$ cat src/design/priority_batch_scheduler_assert.svh
// ----------------------------------------------------------------------------
// Assertion macros for the priority batch scheduler
// Shorthand for clocked assertions that are disabled while reset is held.
// ----------------------------------------------------------------------------
`ifndef PRIORITY_BATCH_SCHEDULER_ASSERT_SVH
`define PRIORITY_BATCH_SCHEDULER_ASSERT_SVH

// The consequent must hold in the same cycle as the antecedent.
`define PBS_ASSERT_SAME(label, cond, expr, msg) \
    label: assert property (@(posedge clk) disable iff (!rst_n) (cond) |-> (expr)) \
        else $error(msg);

// The consequent must hold in the cycle after the antecedent.
`define PBS_ASSERT_NEXT(label, cond, expr, msg) \
    label: assert property (@(posedge clk) disable iff (!rst_n) (cond) |=> (expr)) \
        else $error(msg);

`endif

$ cat src/design/pbs_pkg.sv
// ----------------------------------------------------------------------------
// pbs_pkg
// Field widths and the stored job record of the priority batch scheduler.
// ----------------------------------------------------------------------------
package pbs_pkg;

    localparam int ID_W    = 6;
    localparam int TIME_W  = 16;
    localparam int PRI_W   = 8;
    localparam int START_W = 23;
    localparam int WAIT_W  = 23;
    localparam int TURN_W  = 24;
    localparam int TOTW_W  = 29;
    localparam int TOTT_W  = 30;
    localparam int JCNT_W  = 7;
    localparam int IN_DATA_W  = 48;
    localparam int OUT_DATA_W = 160;

    // One job as it sits in the job memory.
    typedef struct packed {
        logic [ID_W-1:0]   id;
        logic [TIME_W-1:0] arrival;
        logic [TIME_W-1:0] burst;
        logic [PRI_W-1:0]  priority_val;
    } job_t;

endpackage

$ cat src/design/priority_batch_scheduler.sv
// ----------------------------------------------------------------------------
// priority_batch_scheduler
// Non-preemptive priority scheduling of one batch of jobs, kept sorted in a
// synchronous job memory and replayed in schedule order with timing figures.
// ----------------------------------------------------------------------------
//
//  Channel  | Direction | Handshake                    | Payload
//  ---------+-----------+------------------------------+---------------------------
//  s_axis   | in        | s_axis_tvalid / s_axis_tready| one job, tlast closes batch
//  m_axis   | out       | m_axis_tvalid / m_axis_tready| one scheduled job result
//
// Loading a job into an empty or full memory needs no walk; otherwise the insertion
// walks the sorted memory one entry per cycle, shifting up each stored job with a
// larger priority value, then writes the job into the freed slot. The item marked last
// starts the replay: each result takes a memory read, then an output compute, plus any output stalls.
// Input is accepted only while idle, including while the final result still waits.
// Reset clears control state and totals; the job memory keeps its old contents.
//
module priority_batch_scheduler #(
    parameter int MAX_JOBS = 16
) (
    input  logic         clk,
    input  logic         rst_n,
    // s_axis_tdata, from bit 0: job_id[5:0], arrival[21:6], burst[37:22],
    // priority_req[45:38], zero fill[47:46]
    input  logic         s_axis_tvalid,
    output logic         s_axis_tready,
    input  logic [47:0]  s_axis_tdata,
    input  logic         s_axis_tlast,
    // m_axis_tdata, from bit 0: out_job_id[5:0], out_arrival[21:6],
    // out_burst[37:22], out_priority[45:38], waiting[68:46],
    // turnaround[92:69], total_waiting[121:93], total_turnaround[151:122],
    // job_count[158:152], zero fill[159]
    output logic         m_axis_tvalid,
    input  logic         m_axis_tready,
    output logic [159:0] m_axis_tdata,
    output logic         m_axis_tlast
);

    import pbs_pkg::*;

    localparam int AW = $clog2(MAX_JOBS);
    localparam int CW = $clog2(MAX_JOBS + 1);

    // Sequencer states.
    localparam logic [2:0] ST_IDLE      = 3'd0;
    localparam logic [2:0] ST_INS       = 3'd1;
    localparam logic [2:0] ST_PUT       = 3'd2;
    localparam logic [2:0] ST_EMIT_RD   = 3'd3;
    localparam logic [2:0] ST_EMIT_CALC = 3'd4;

    // The job memory, sorted by ascending priority value, ties in load order.
    job_t            job_mem [MAX_JOBS];
    job_t            rd_data_reg;
    logic            mem_we;
    logic [AW-1:0]   mem_waddr;
    job_t            mem_wdata;
    logic            mem_re;
    logic [AW-1:0]   mem_raddr;

    logic [2:0]        state_reg, state_next;
    logic [CW-1:0]     count_reg, count_next;
    logic [CW-1:0]     ptr_reg, ptr_next;
    logic [AW-1:0]     emit_idx_reg, emit_idx_next;
    job_t              new_job_reg, new_job_next;
    logic              new_last_reg, new_last_next;
    logic [START_W-1:0] run_finish_reg, run_finish_next;
    logic [TOTW_W-1:0] tot_wait_reg, tot_wait_next;
    logic [TOTT_W-1:0] tot_turn_reg, tot_turn_next;
    logic              out_valid_reg, out_valid_next;
    logic [OUT_DATA_W-1:0] out_data_reg, out_data_next;
    logic              out_last_reg, out_last_next;

    logic              s_accept;
    job_t              in_job;
    logic [CW-1:0]     count_m1;
    logic [CW-1:0]     ptr_m1;
    logic [CW-1:0]     ptr_m2;
    logic              ins_done;
    logic              emit_load;
    logic              emit_last;

    // Timing figures of the job being replayed.
    logic [START_W-1:0] start_time;
    logic [TURN_W-1:0]  finish_time;
    logic [TURN_W-1:0]  wait_full;
    logic [TURN_W:0]    turn_full;
    logic [TOTW_W-1:0]  tot_wait_sum;
    logic [TOTT_W-1:0]  tot_turn_sum;

    assign s_axis_tready = (state_reg == ST_IDLE);
    assign s_accept      = s_axis_tvalid && s_axis_tready;

    assign in_job.id           = s_axis_tdata[5:0];
    assign in_job.arrival      = s_axis_tdata[21:6];
    assign in_job.burst        = s_axis_tdata[37:22];
    assign in_job.priority_val = s_axis_tdata[45:38];

    assign count_m1 = count_reg - 1'b1;
    assign ptr_m1   = ptr_reg - 1'b1;
    assign ptr_m2   = ptr_reg - 2'd2;

    // The first job of the schedule starts at its own arrival.
    assign start_time  = (emit_idx_reg == '0) ? {7'd0, rd_data_reg.arrival} : run_finish_reg;
    assign finish_time = {1'b0, start_time} + {8'd0, rd_data_reg.burst};
    assign wait_full   = {1'b0, start_time} - {8'd0, rd_data_reg.arrival};
    assign turn_full   = {1'b0, finish_time} - {9'd0, rd_data_reg.arrival};
    assign tot_wait_sum = tot_wait_reg + {{(TOTW_W - TURN_W){wait_full[TURN_W-1]}}, wait_full};
    assign tot_turn_sum = tot_turn_reg + {{(TOTT_W - TURN_W - 1){turn_full[TURN_W]}}, turn_full};

    assign emit_load = (state_reg == ST_EMIT_CALC) && (!out_valid_reg || m_axis_tready);
    assign emit_last = (emit_idx_reg == count_m1[AW-1:0]);

    always_comb
    begin
        state_next      = state_reg;
        count_next      = count_reg;
        ptr_next        = ptr_reg;
        emit_idx_next   = emit_idx_reg;
        new_job_next    = new_job_reg;
        new_last_next   = new_last_reg;
        run_finish_next = run_finish_reg;
        tot_wait_next   = tot_wait_reg;
        tot_turn_next   = tot_turn_reg;
        out_data_next   = out_data_reg;
        out_last_next   = out_last_reg;
        mem_we          = 1'b0;
        mem_waddr       = '0;
        mem_wdata       = new_job_reg;
        mem_re          = 1'b0;
        mem_raddr       = '0;
        ins_done        = 1'b0;

        case (state_reg)
            ST_IDLE:
            begin
                if (s_accept)
                begin
                    new_job_next  = in_job;
                    new_last_next = s_axis_tlast;
                    emit_idx_next = '0;
                    if (count_reg == CW'(MAX_JOBS))
                    begin
                        // Memory full: the job is dropped, a last mark still closes.
                        state_next = s_axis_tlast ? ST_EMIT_RD : ST_IDLE;
                    end
                    else if (count_reg == '0)
                    begin
                        mem_we     = 1'b1;
                        mem_waddr  = '0;
                        mem_wdata  = in_job;
                        count_next = CW'(1);
                        state_next = s_axis_tlast ? ST_EMIT_RD : ST_IDLE;
                    end
                    else
                    begin
                        mem_re     = 1'b1;
                        mem_raddr  = count_m1[AW-1:0];
                        ptr_next   = count_reg;
                        state_next = ST_INS;
                    end
                end
            end
            ST_INS:
            begin
                // rd_data_reg holds the entry at ptr - 1, just below the free slot at ptr.
                if (rd_data_reg.priority_val > new_job_reg.priority_val)
                begin
                    mem_we    = 1'b1;
                    mem_waddr = ptr_reg[AW-1:0];
                    mem_wdata = rd_data_reg;
                    ptr_next  = ptr_m1;
                    if (ptr_m1 == '0)
                    begin
                        state_next = ST_PUT;
                    end
                    else
                    begin
                        mem_re    = 1'b1;
                        mem_raddr = ptr_m2[AW-1:0];
                    end
                end
                else
                begin
                    mem_we    = 1'b1;
                    mem_waddr = ptr_reg[AW-1:0];
                    mem_wdata = new_job_reg;
                    ins_done  = 1'b1;
                end
            end
            ST_PUT:
            begin
                mem_we    = 1'b1;
                mem_waddr = '0;
                mem_wdata = new_job_reg;
                ins_done  = 1'b1;
            end
            ST_EMIT_RD:
            begin
                mem_re     = 1'b1;
                mem_raddr  = emit_idx_reg;
                state_next = ST_EMIT_CALC;
            end
            ST_EMIT_CALC:
            begin
                if (emit_load)
                begin
                    out_data_next = {1'b0,
                                     emit_last ? JCNT_W'(count_reg) : {JCNT_W{1'b0}},
                                     emit_last ? tot_turn_sum : {TOTT_W{1'b0}},
                                     emit_last ? tot_wait_sum : {TOTW_W{1'b0}},
                                     turn_full[TURN_W-1:0],
                                     wait_full[WAIT_W-1:0],
                                     rd_data_reg.priority_val,
                                     rd_data_reg.burst,
                                     rd_data_reg.arrival,
                                     rd_data_reg.id};
                    out_last_next = emit_last;
                    if (emit_last)
                    begin
                        // Batch closed: ready for the next one.
                        count_next      = '0;
                        run_finish_next = '0;
                        tot_wait_next   = '0;
                        tot_turn_next   = '0;
                        emit_idx_next   = '0;
                        state_next      = ST_IDLE;
                    end
                    else
                    begin
                        run_finish_next = finish_time[START_W-1:0];
                        tot_wait_next   = tot_wait_sum;
                        tot_turn_next   = tot_turn_sum;
                        emit_idx_next   = emit_idx_reg + 1'b1;
                        state_next      = ST_EMIT_RD;
                    end
                end
            end
            default:
            begin
                state_next = ST_IDLE;
            end
        endcase

        if (ins_done)
        begin
            count_next = count_reg + 1'b1;
            state_next = new_last_reg ? ST_EMIT_RD : ST_IDLE;
        end
    end

    // The output register is refilled only when it is empty or being taken.
    always_comb
    begin
        if (emit_load)
        begin
            out_valid_next = 1'b1;
        end
        else if (m_axis_tready)
        begin
            out_valid_next = 1'b0;
        end
        else
        begin
            out_valid_next = out_valid_reg;
        end
    end

    always_ff @(posedge clk or negedge rst_n)
    begin
        if (!rst_n)
        begin
            state_reg      <= ST_IDLE;
            count_reg      <= '0;
            ptr_reg        <= '0;
            emit_idx_reg   <= '0;
            new_last_reg   <= 1'b0;
            run_finish_reg <= '0;
            tot_wait_reg   <= '0;
            tot_turn_reg   <= '0;
            out_valid_reg  <= 1'b0;
        end
        else
        begin
            state_reg      <= state_next;
            count_reg      <= count_next;
            ptr_reg        <= ptr_next;
            emit_idx_reg   <= emit_idx_next;
            new_last_reg   <= new_last_next;
            run_finish_reg <= run_finish_next;
            tot_wait_reg   <= tot_wait_next;
            tot_turn_reg   <= tot_turn_next;
            out_valid_reg  <= out_valid_next;
        end
    end

    always_ff @(posedge clk)
    begin
        new_job_reg  <= new_job_next;
        out_data_reg <= out_data_next;
        out_last_reg <= out_last_next;
    end

    // Job memory: one write port, one read port with registered read data.
    always_ff @(posedge clk)
    begin
        if (mem_we)
        begin
            job_mem[mem_waddr] <= mem_wdata;
        end
        if (mem_re)
        begin
            rd_data_reg <= job_mem[mem_raddr];
        end
    end

    assign m_axis_tvalid = out_valid_reg;
    assign m_axis_tdata  = out_data_reg;
    assign m_axis_tlast  = out_last_reg;

`include "priority_batch_scheduler_assert.svh"

    `PBS_ASSERT_SAME(a_no_overwrite, emit_load, (!out_valid_reg || m_axis_tready), "result overwritten while stalled")
    `PBS_ASSERT_NEXT(a_batch_closes, (emit_load && emit_last), (count_reg == '0 && state_reg == ST_IDLE), "batch did not close after last result")
    `PBS_ASSERT_SAME(a_ins_ptr, (state_reg == ST_INS), (ptr_reg != '0 && ptr_reg < count_reg + 1'b1), "insert pointer out of range")
    `PBS_ASSERT_SAME(a_emit_idx, (state_reg == ST_EMIT_CALC), (CW'(emit_idx_reg) < count_reg), "replay index beyond stored jobs")

endmodule
$ cat config.mk
export PLATFORM = sky130hd
export DESIGN_NAME = priority_batch_scheduler
export DESIGN_NICKNAME = d
export VERILOG_FILES = /design/src/design/pbs_pkg.sv /design/src/design/priority_batch_scheduler.sv
export VERILOG_INCLUDE_DIRS = /design/src /design/src/design
export SDC_FILE = /design/constraint.sdc
export NUM_CORES = 2
export LEC_CHECK = 0
export BUFFER_PORTS_ARGS = -buffer_cell sky130_fd_sc_hd__buf_2
export CORE_MARGIN = 3
export CORE_UTILIZATION = 55
export CTS_CLUSTER_DIAMETER = 80
export CTS_CLUSTER_SIZE = 28
export DETAILED_ROUTE_END_ITERATION = 10
export HOLD_SLACK_MARGIN = 0.03
export PLACE_DENSITY = 0.77
export SYNTH_ARGS = -nofsm -noshare
export SYNTH_HDL_FRONTEND = slang
export SYNTH_SLANG_ARGS = --single-unit
export TNS_END_PERCENT = 100
$ cat constraint.sdc
create_clock -name clk -period 12.3 [get_ports clk]
set_input_delay 1.23 -clock clk [delete_from_list [all_inputs] [get_ports clk]]
set_output_delay 1.23 -clock clk [all_outputs]
set_load 0.05 [all_outputs]
# [Yosys cells after proc, flatten, opt, wreduce, memory -nomap -nowiden]
# Memory sizes are Yosys's and may differ from the RTL's. A register that Yosys moved wholly into a read port is not among the register bits.
# Cells that the tools add are included.
[word_totals] mem_bits_rw=736 regBits=307 wordCells=125 n_memories=1 out_inout_bits=163 inputBits=53
[classes] n_eq_ne=19 addsub=10 n_reduce_logical=19 n_mux=59 n_lt_le_gt_ge=1
[mem_list] memory="job_mem" words=16 width=46 rd=1 rd_ports_with_merged_regs=1 wr=1 line="priority_batch_scheduler.sv:53" rtl="job_t job_mem [MAX_JOBS];"
[ops] cell="46-bit two-way mux" count=4
[ops] cell="46-bit case mux with 2 select lines" count=1
[ops] cell="5-bit two-way mux" count=10
[ops] cell="23-bit two-way mux" count=2
[ops] cell="4-bit two-way mux" count=9
[ops] cell="30-bit adder" count=1
[ops] cell="30-bit two-way mux" count=1
[ops] cell="29-bit adder" count=1
[ops] cell="29-bit two-way mux" count=1
[ops] cell="24-bit by 16-bit subtractor with 25-bit output" count=1
[ops] cell="23-bit by 16-bit adder with 24-bit output" count=1
[ops] cell="23-bit by 16-bit subtractor with 24-bit output" count=1
[ops] cell="5-bit case mux with 2 select lines" count=2
[ops] cell="3-bit two-way mux" count=5
[ops] cell="3-bit != test, second input constant" count=5
[ops] cell="3-bit case mux with 5 select lines" count=1
[ops] cell="1-bit two-way mux" count=13
[ops] cell="4-bit case mux with 3 select lines" count=1
[ops] cell="5-bit logical NOT" count=2
[ops] cell="2-bit two-way mux" count=5
[ops] cell="2-bit != test, second input constant" count=5
[ops] cell="5-bit AND reduction" count=2
[ops] cell="8-bit greater-than comparator" count=1
[ops] cell="4-bit case mux with 2 select lines" count=1
[ops] cell="other kinds (25)" count=32

# [Logic depth before layout (Yosys ltp)]
[depth] depth_word=7 ltp_mapped=37 mapped_depth_nobuf=34

# [Worst setup path before layout]
# OpenSTA, ideal clock, no wires.
[synth_path] path_kind="register to register" startpoint="register emit_idx_reg[0]" endpoint="register out_data_reg[147] (netlist: m_axis_tdata[147]) (data pin)" required_time_ns=12.045 setup_slack_ns=5.185 stages_incl_launch_ff=36 setup_time_ns=0.255 arrival_time_ns=6.860 period_less_slack_ns=7.115 path_buffers=5 cell_sequence="dfrtp_1 -> clkbuf_1 -> inv_1 -> ha_1 -> or3b_4 -> buf_6 -> clkbuf_1 -> clkbuf_1 -> nand2_1 -> o21ai_0 -> ha_1 -> nor2b_1 -> o31ai_1 -> a21oi_2 -> or2_2 -> a31oi_1 -> o21bai_1 -> a21oi_1 -> xnor2_1 -> ha_1 -> or2_2 -> a211oi_1 -> o21ai_0 -> nor2_1 -> xor2_1 -> ha_1 -> clkbuf_1 -> a21o_1 -> a21oi_1 -> nand2_1 -> a311o_1 -> and2_1 -> a211o_1 -> a21oi_1 -> xnor2_1 -> and2_1"
[synth_between] elab_chain_cells=5 word_cells_on_any_way=6 cone_classes="3 x add/sub; 1 x eq/ne; 1 x mux; 1 x reduce/logical"
[synth_lines] element="start, declared" line="priority_batch_scheduler.sv:64" rtl="logic [AW-1:0] emit_idx_reg, emit_idx_next;"
[synth_lines] element="start signal, assigned" line="priority_batch_scheduler.sv:288" rtl="emit_idx_reg <= emit_idx_next;"
[synth_lines] element="4-bit logical NOT" line="priority_batch_scheduler.sv:104" rtl="assign start_time = (emit_idx_reg == '0) ? {7'd0, rd_data_reg.arrival} : run_finish_reg;"
[synth_lines] element="23-bit two-way mux" line="priority_batch_scheduler.sv:104"
[synth_lines] element="23-bit by 16-bit adder with 24-bit output" line="priority_batch_scheduler.sv:105" rtl="assign finish_time = {1'b0, start_time} + {8'd0, rd_data_reg.burst};"
[synth_lines] element="24-bit by 16-bit subtractor with 25-bit output" line="priority_batch_scheduler.sv:107" rtl="assign turn_full = {1'b0, finish_time} - {9'd0, rd_data_reg.arrival};"
[synth_lines] element="via turn_full[19]" line="priority_batch_scheduler.sv:87" rtl="logic [TURN_W:0] turn_full;"
[synth_lines] element="30-bit adder" line="priority_batch_scheduler.sv:109" rtl="assign tot_turn_sum = tot_turn_reg + {{(TOTT_W - TURN_W - 1){turn_full[TURN_W]}}, turn_full};"
[synth_lines] element="end signal, assigned" line="priority_batch_scheduler.sv:300" rtl="out_data_reg <= out_data_next;"
[synth_lines] element="end, declared" line="priority_batch_scheduler.sv:71" rtl="logic [OUT_DATA_W-1:0] out_data_reg, out_data_next;"
# The timed path passes the listed nets, and every way through them passes these cells.
# A chain may end at the register's enable or synchronous reset.

# [Worst setup path after layout]
# Same ends and word-level chain as after synthesis.

==> impl_results.md <==
* Die height at 296 um
* Syn-to-layout area delta at 8.51%
* Vias/cell at 6.47
* Largest net degree at the start of global routing at 117
* RSZ-0062 raised after global routing: no
* Most used routing layer: met2
* FF/Latch Area at 32100 um^2
* CTS Sinks at 1087
* Place WS at 4.30 ns
* Critical Path RT at 12.71 ns
* Crit-path max FO at 47
* Pins over their slew limit at 0
* Row Count at 105
* Hold Buf Count CTS at 0
* Initial antenna violation count at 5
* Detailed Route WL at 112000 um
* Top reg by flops: job_mem
* Yosys Warn Count at 0
* Ranking of synthesized cells by area: edfxtp_1, mux4_2, dfrtp_1
* CTS tree: yes
* Share of cells above drive strength 1 at 18.8%
* Top cell type by total area after synthesis: edfxtp_1
* EDFF count, synth at 986
* H-tree levels at 2
* Post-route ant nets at 0
* Post_cts resized at 0
* Dpl cells at 4006
* Clk pin slew, worst setup/hold paths at 0.11 ns
* Period minus WS final at 8.05 ns
* Vias at 26400
* Async SR Flop Fraction at 9.29%
* First-pass GRT wire length at 166000 um
* DP HPWL at 66500 um
* Max reg flops at 736
* Die width at 296 um
* Post-CTS Setup Inserts at 0
* Most common cell in the netlist: edfxtp_1
* Number of global-route vias before repair at 26800
* Post-synth top cells: edfxtp_1, mux4_2, nand2_1, ha_1, nor2_1
* Starting density of the core at 55.9%
* Grt met3 use at 4.33%
* Worst setup EP type: register
* Cell area after synthesis at 46300 um^2
* Final setup violation count at 0
* Total I/O pin count at 216
* CTS root buf: clkbuf_16
* Slew @ Worst Pin at 1.10 ns
* Setup WS post-layout at 4.25 ns
* Tot GR Track Use at 25.6%
* GPL Wtd Cong at 0.921
* Final #Nets at 3176
* Die ar. at 87700 um^2
* Core area at 82800 um^2
* DR WL/cell at 27.5 um
* CP peak stage delay at 0.57 ns
* Final hold violation count at 0
* Avg Inst Size Synth at 16.5 um^2
* Global route overflow at 0
* Distinct cells, synth at 80
* WP data arrival at 8.46 ns
* Post-synth top flop: edfxtp_1
* Synth top area share at 64.0%
* Setup tns final at 0 ns
* Clock latency on the worst-skew pair at 0.66 ns
* Hold Worst Slack at 0.469 ns
* Pre-Repair DR Iteration Count at 8
* Post-Syn Instances at 2806
* Worst setup SP type: register
* I/O Buffers at 210
* Flops & latches, synth at 1087
* Worst Hold Class: reg -> reg
* Most used cell along the critical path: nand2_1
* Fin crit share at 65.5%
* Max Cap Violations at 0
* # fillers at 5902
* Worst Clk Skew at 0.0333 ns
* M2 GR Usage at 42.9%
* Seq/Total Area, Yosys at 69.4%
* Inserted Clock Buffers at 50
* Max clock buf depth at 3
* Post-Layout Cell Count at 4082
* Status: complete, no violations
* Setup CP Type: reg -> reg
* Met1 Use GR at 33.9%
* Footprint of the multi-input gates at 13400 um^2
* Drt initial violations at 2846
* DRC Markers at 0
* Rel. slew slack at 26.6%
* Slowest-stage cell, CP: or3b_4
* Max frequency at 124 MHz
logic make-up (layout without fill, tap and decap cells):
| group | after synthesis | in the layout | synth area share [%] |
|---|---|---|---|
| simple gates | 494 | 494 | 5.05 |
| other cells | 1 | 6 | 0.00810 |
| flops | 1087 | 1087 | 69.4 |
| compound gates | 559 | 559 | 8.65 |
| mux | 186 | 186 | 9.00 |
| buf+inv | 234 | 435 | 2.03 |
| fa+ha+maj | 135 | 135 | 3.73 |
| xor+xnor | 110 | 110 | 2.08 |
cell type report:
type,instances,share of cell area (%)
flip-flops and latches,1087,64.0
multi-input cells,1487,26.7
repair buffers,252,2.75
well taps,1070,2.67
clock buffers,55,2.53
inverters,110,0.832
clock inverters,18,0.491
diodes,3,0.0150
layer usage:
layer / routed length [um] / vias up
met1: 42000 / 13400
li1: - / 11400
met3: 9970 / 257
met5: 12 / -
met2: 55600 / 1294
met4: 4510 / 2
critical path, delay by kind of cell (launching register included):
kind | cells | cell delay (ns)
flip-flops | 1 | 0.54
adder cells (fa/ha/maj) | 5 | 1.58
AO/OA/AOI/OAI | 14 | 2.74
XOR/XNOR | 3 | 0.75
buffers and inverters | 2 | 0.17
AND/OR/NAND/NOR | 10 | 1.99
cells in the final DEF (no fill, tap or decap), types with 17 or more instances in the layout:
cell type,synthesis,layout
edfxtp_1,986,986
buf_2,27,209
mux4_2,184,184
nand2_1,180,179
ha_1,130,130
inv_1,109,107
nor2_1,121,104
o21ai_0,102,102
dfrtp_1,101,101
a21oi_1,99,99
a22oi_1,93,93
xnor2_1,72,72
a22o_1,57,57
clkbuf_16,0,50
a222oi_1,46,46
and2_1,43,43
buf_4,3,42
xor2_1,38,38
a21o_1,37,37
nor3_1,28,24
nand3_1,22,21
nand2b_1,18,18
nor2_4,0,17
worst paths after layout:
check	startpoint	end	slack [ns]	cells past startpoint
setup / recovery	emit_idx_reg[0]	m_axis_tdata[147]	4.25	34
hold / removal	rd_data_reg[44]	m_axis_tdata[4]	0.47	0
setup reg to reg	emit_idx_reg[0]	m_axis_tdata[147]	4.25	34
hold reg to reg	rd_data_reg[44]	m_axis_tdata[4]	0.47	0
max in group asynchronous	rst_n	tot_wait_reg[18]	10.32	2
min in group asynchronous	rst_n	tot_turn_reg[11]	0.54	1
per-stage QoR:
stage | instance area, um^2 | utilization (%)
floorplan | 46300 | -
global placement | 48700 | 58.8
detailed placement | 48700 | 58.8
CTS | 50200 | 60.7
global route | 50200 | 60.7
finish | 50200 | 60.7
Power is not shown: default switching activity piles up to over one toggle a cycle in this logic, so the estimate is an artifact.
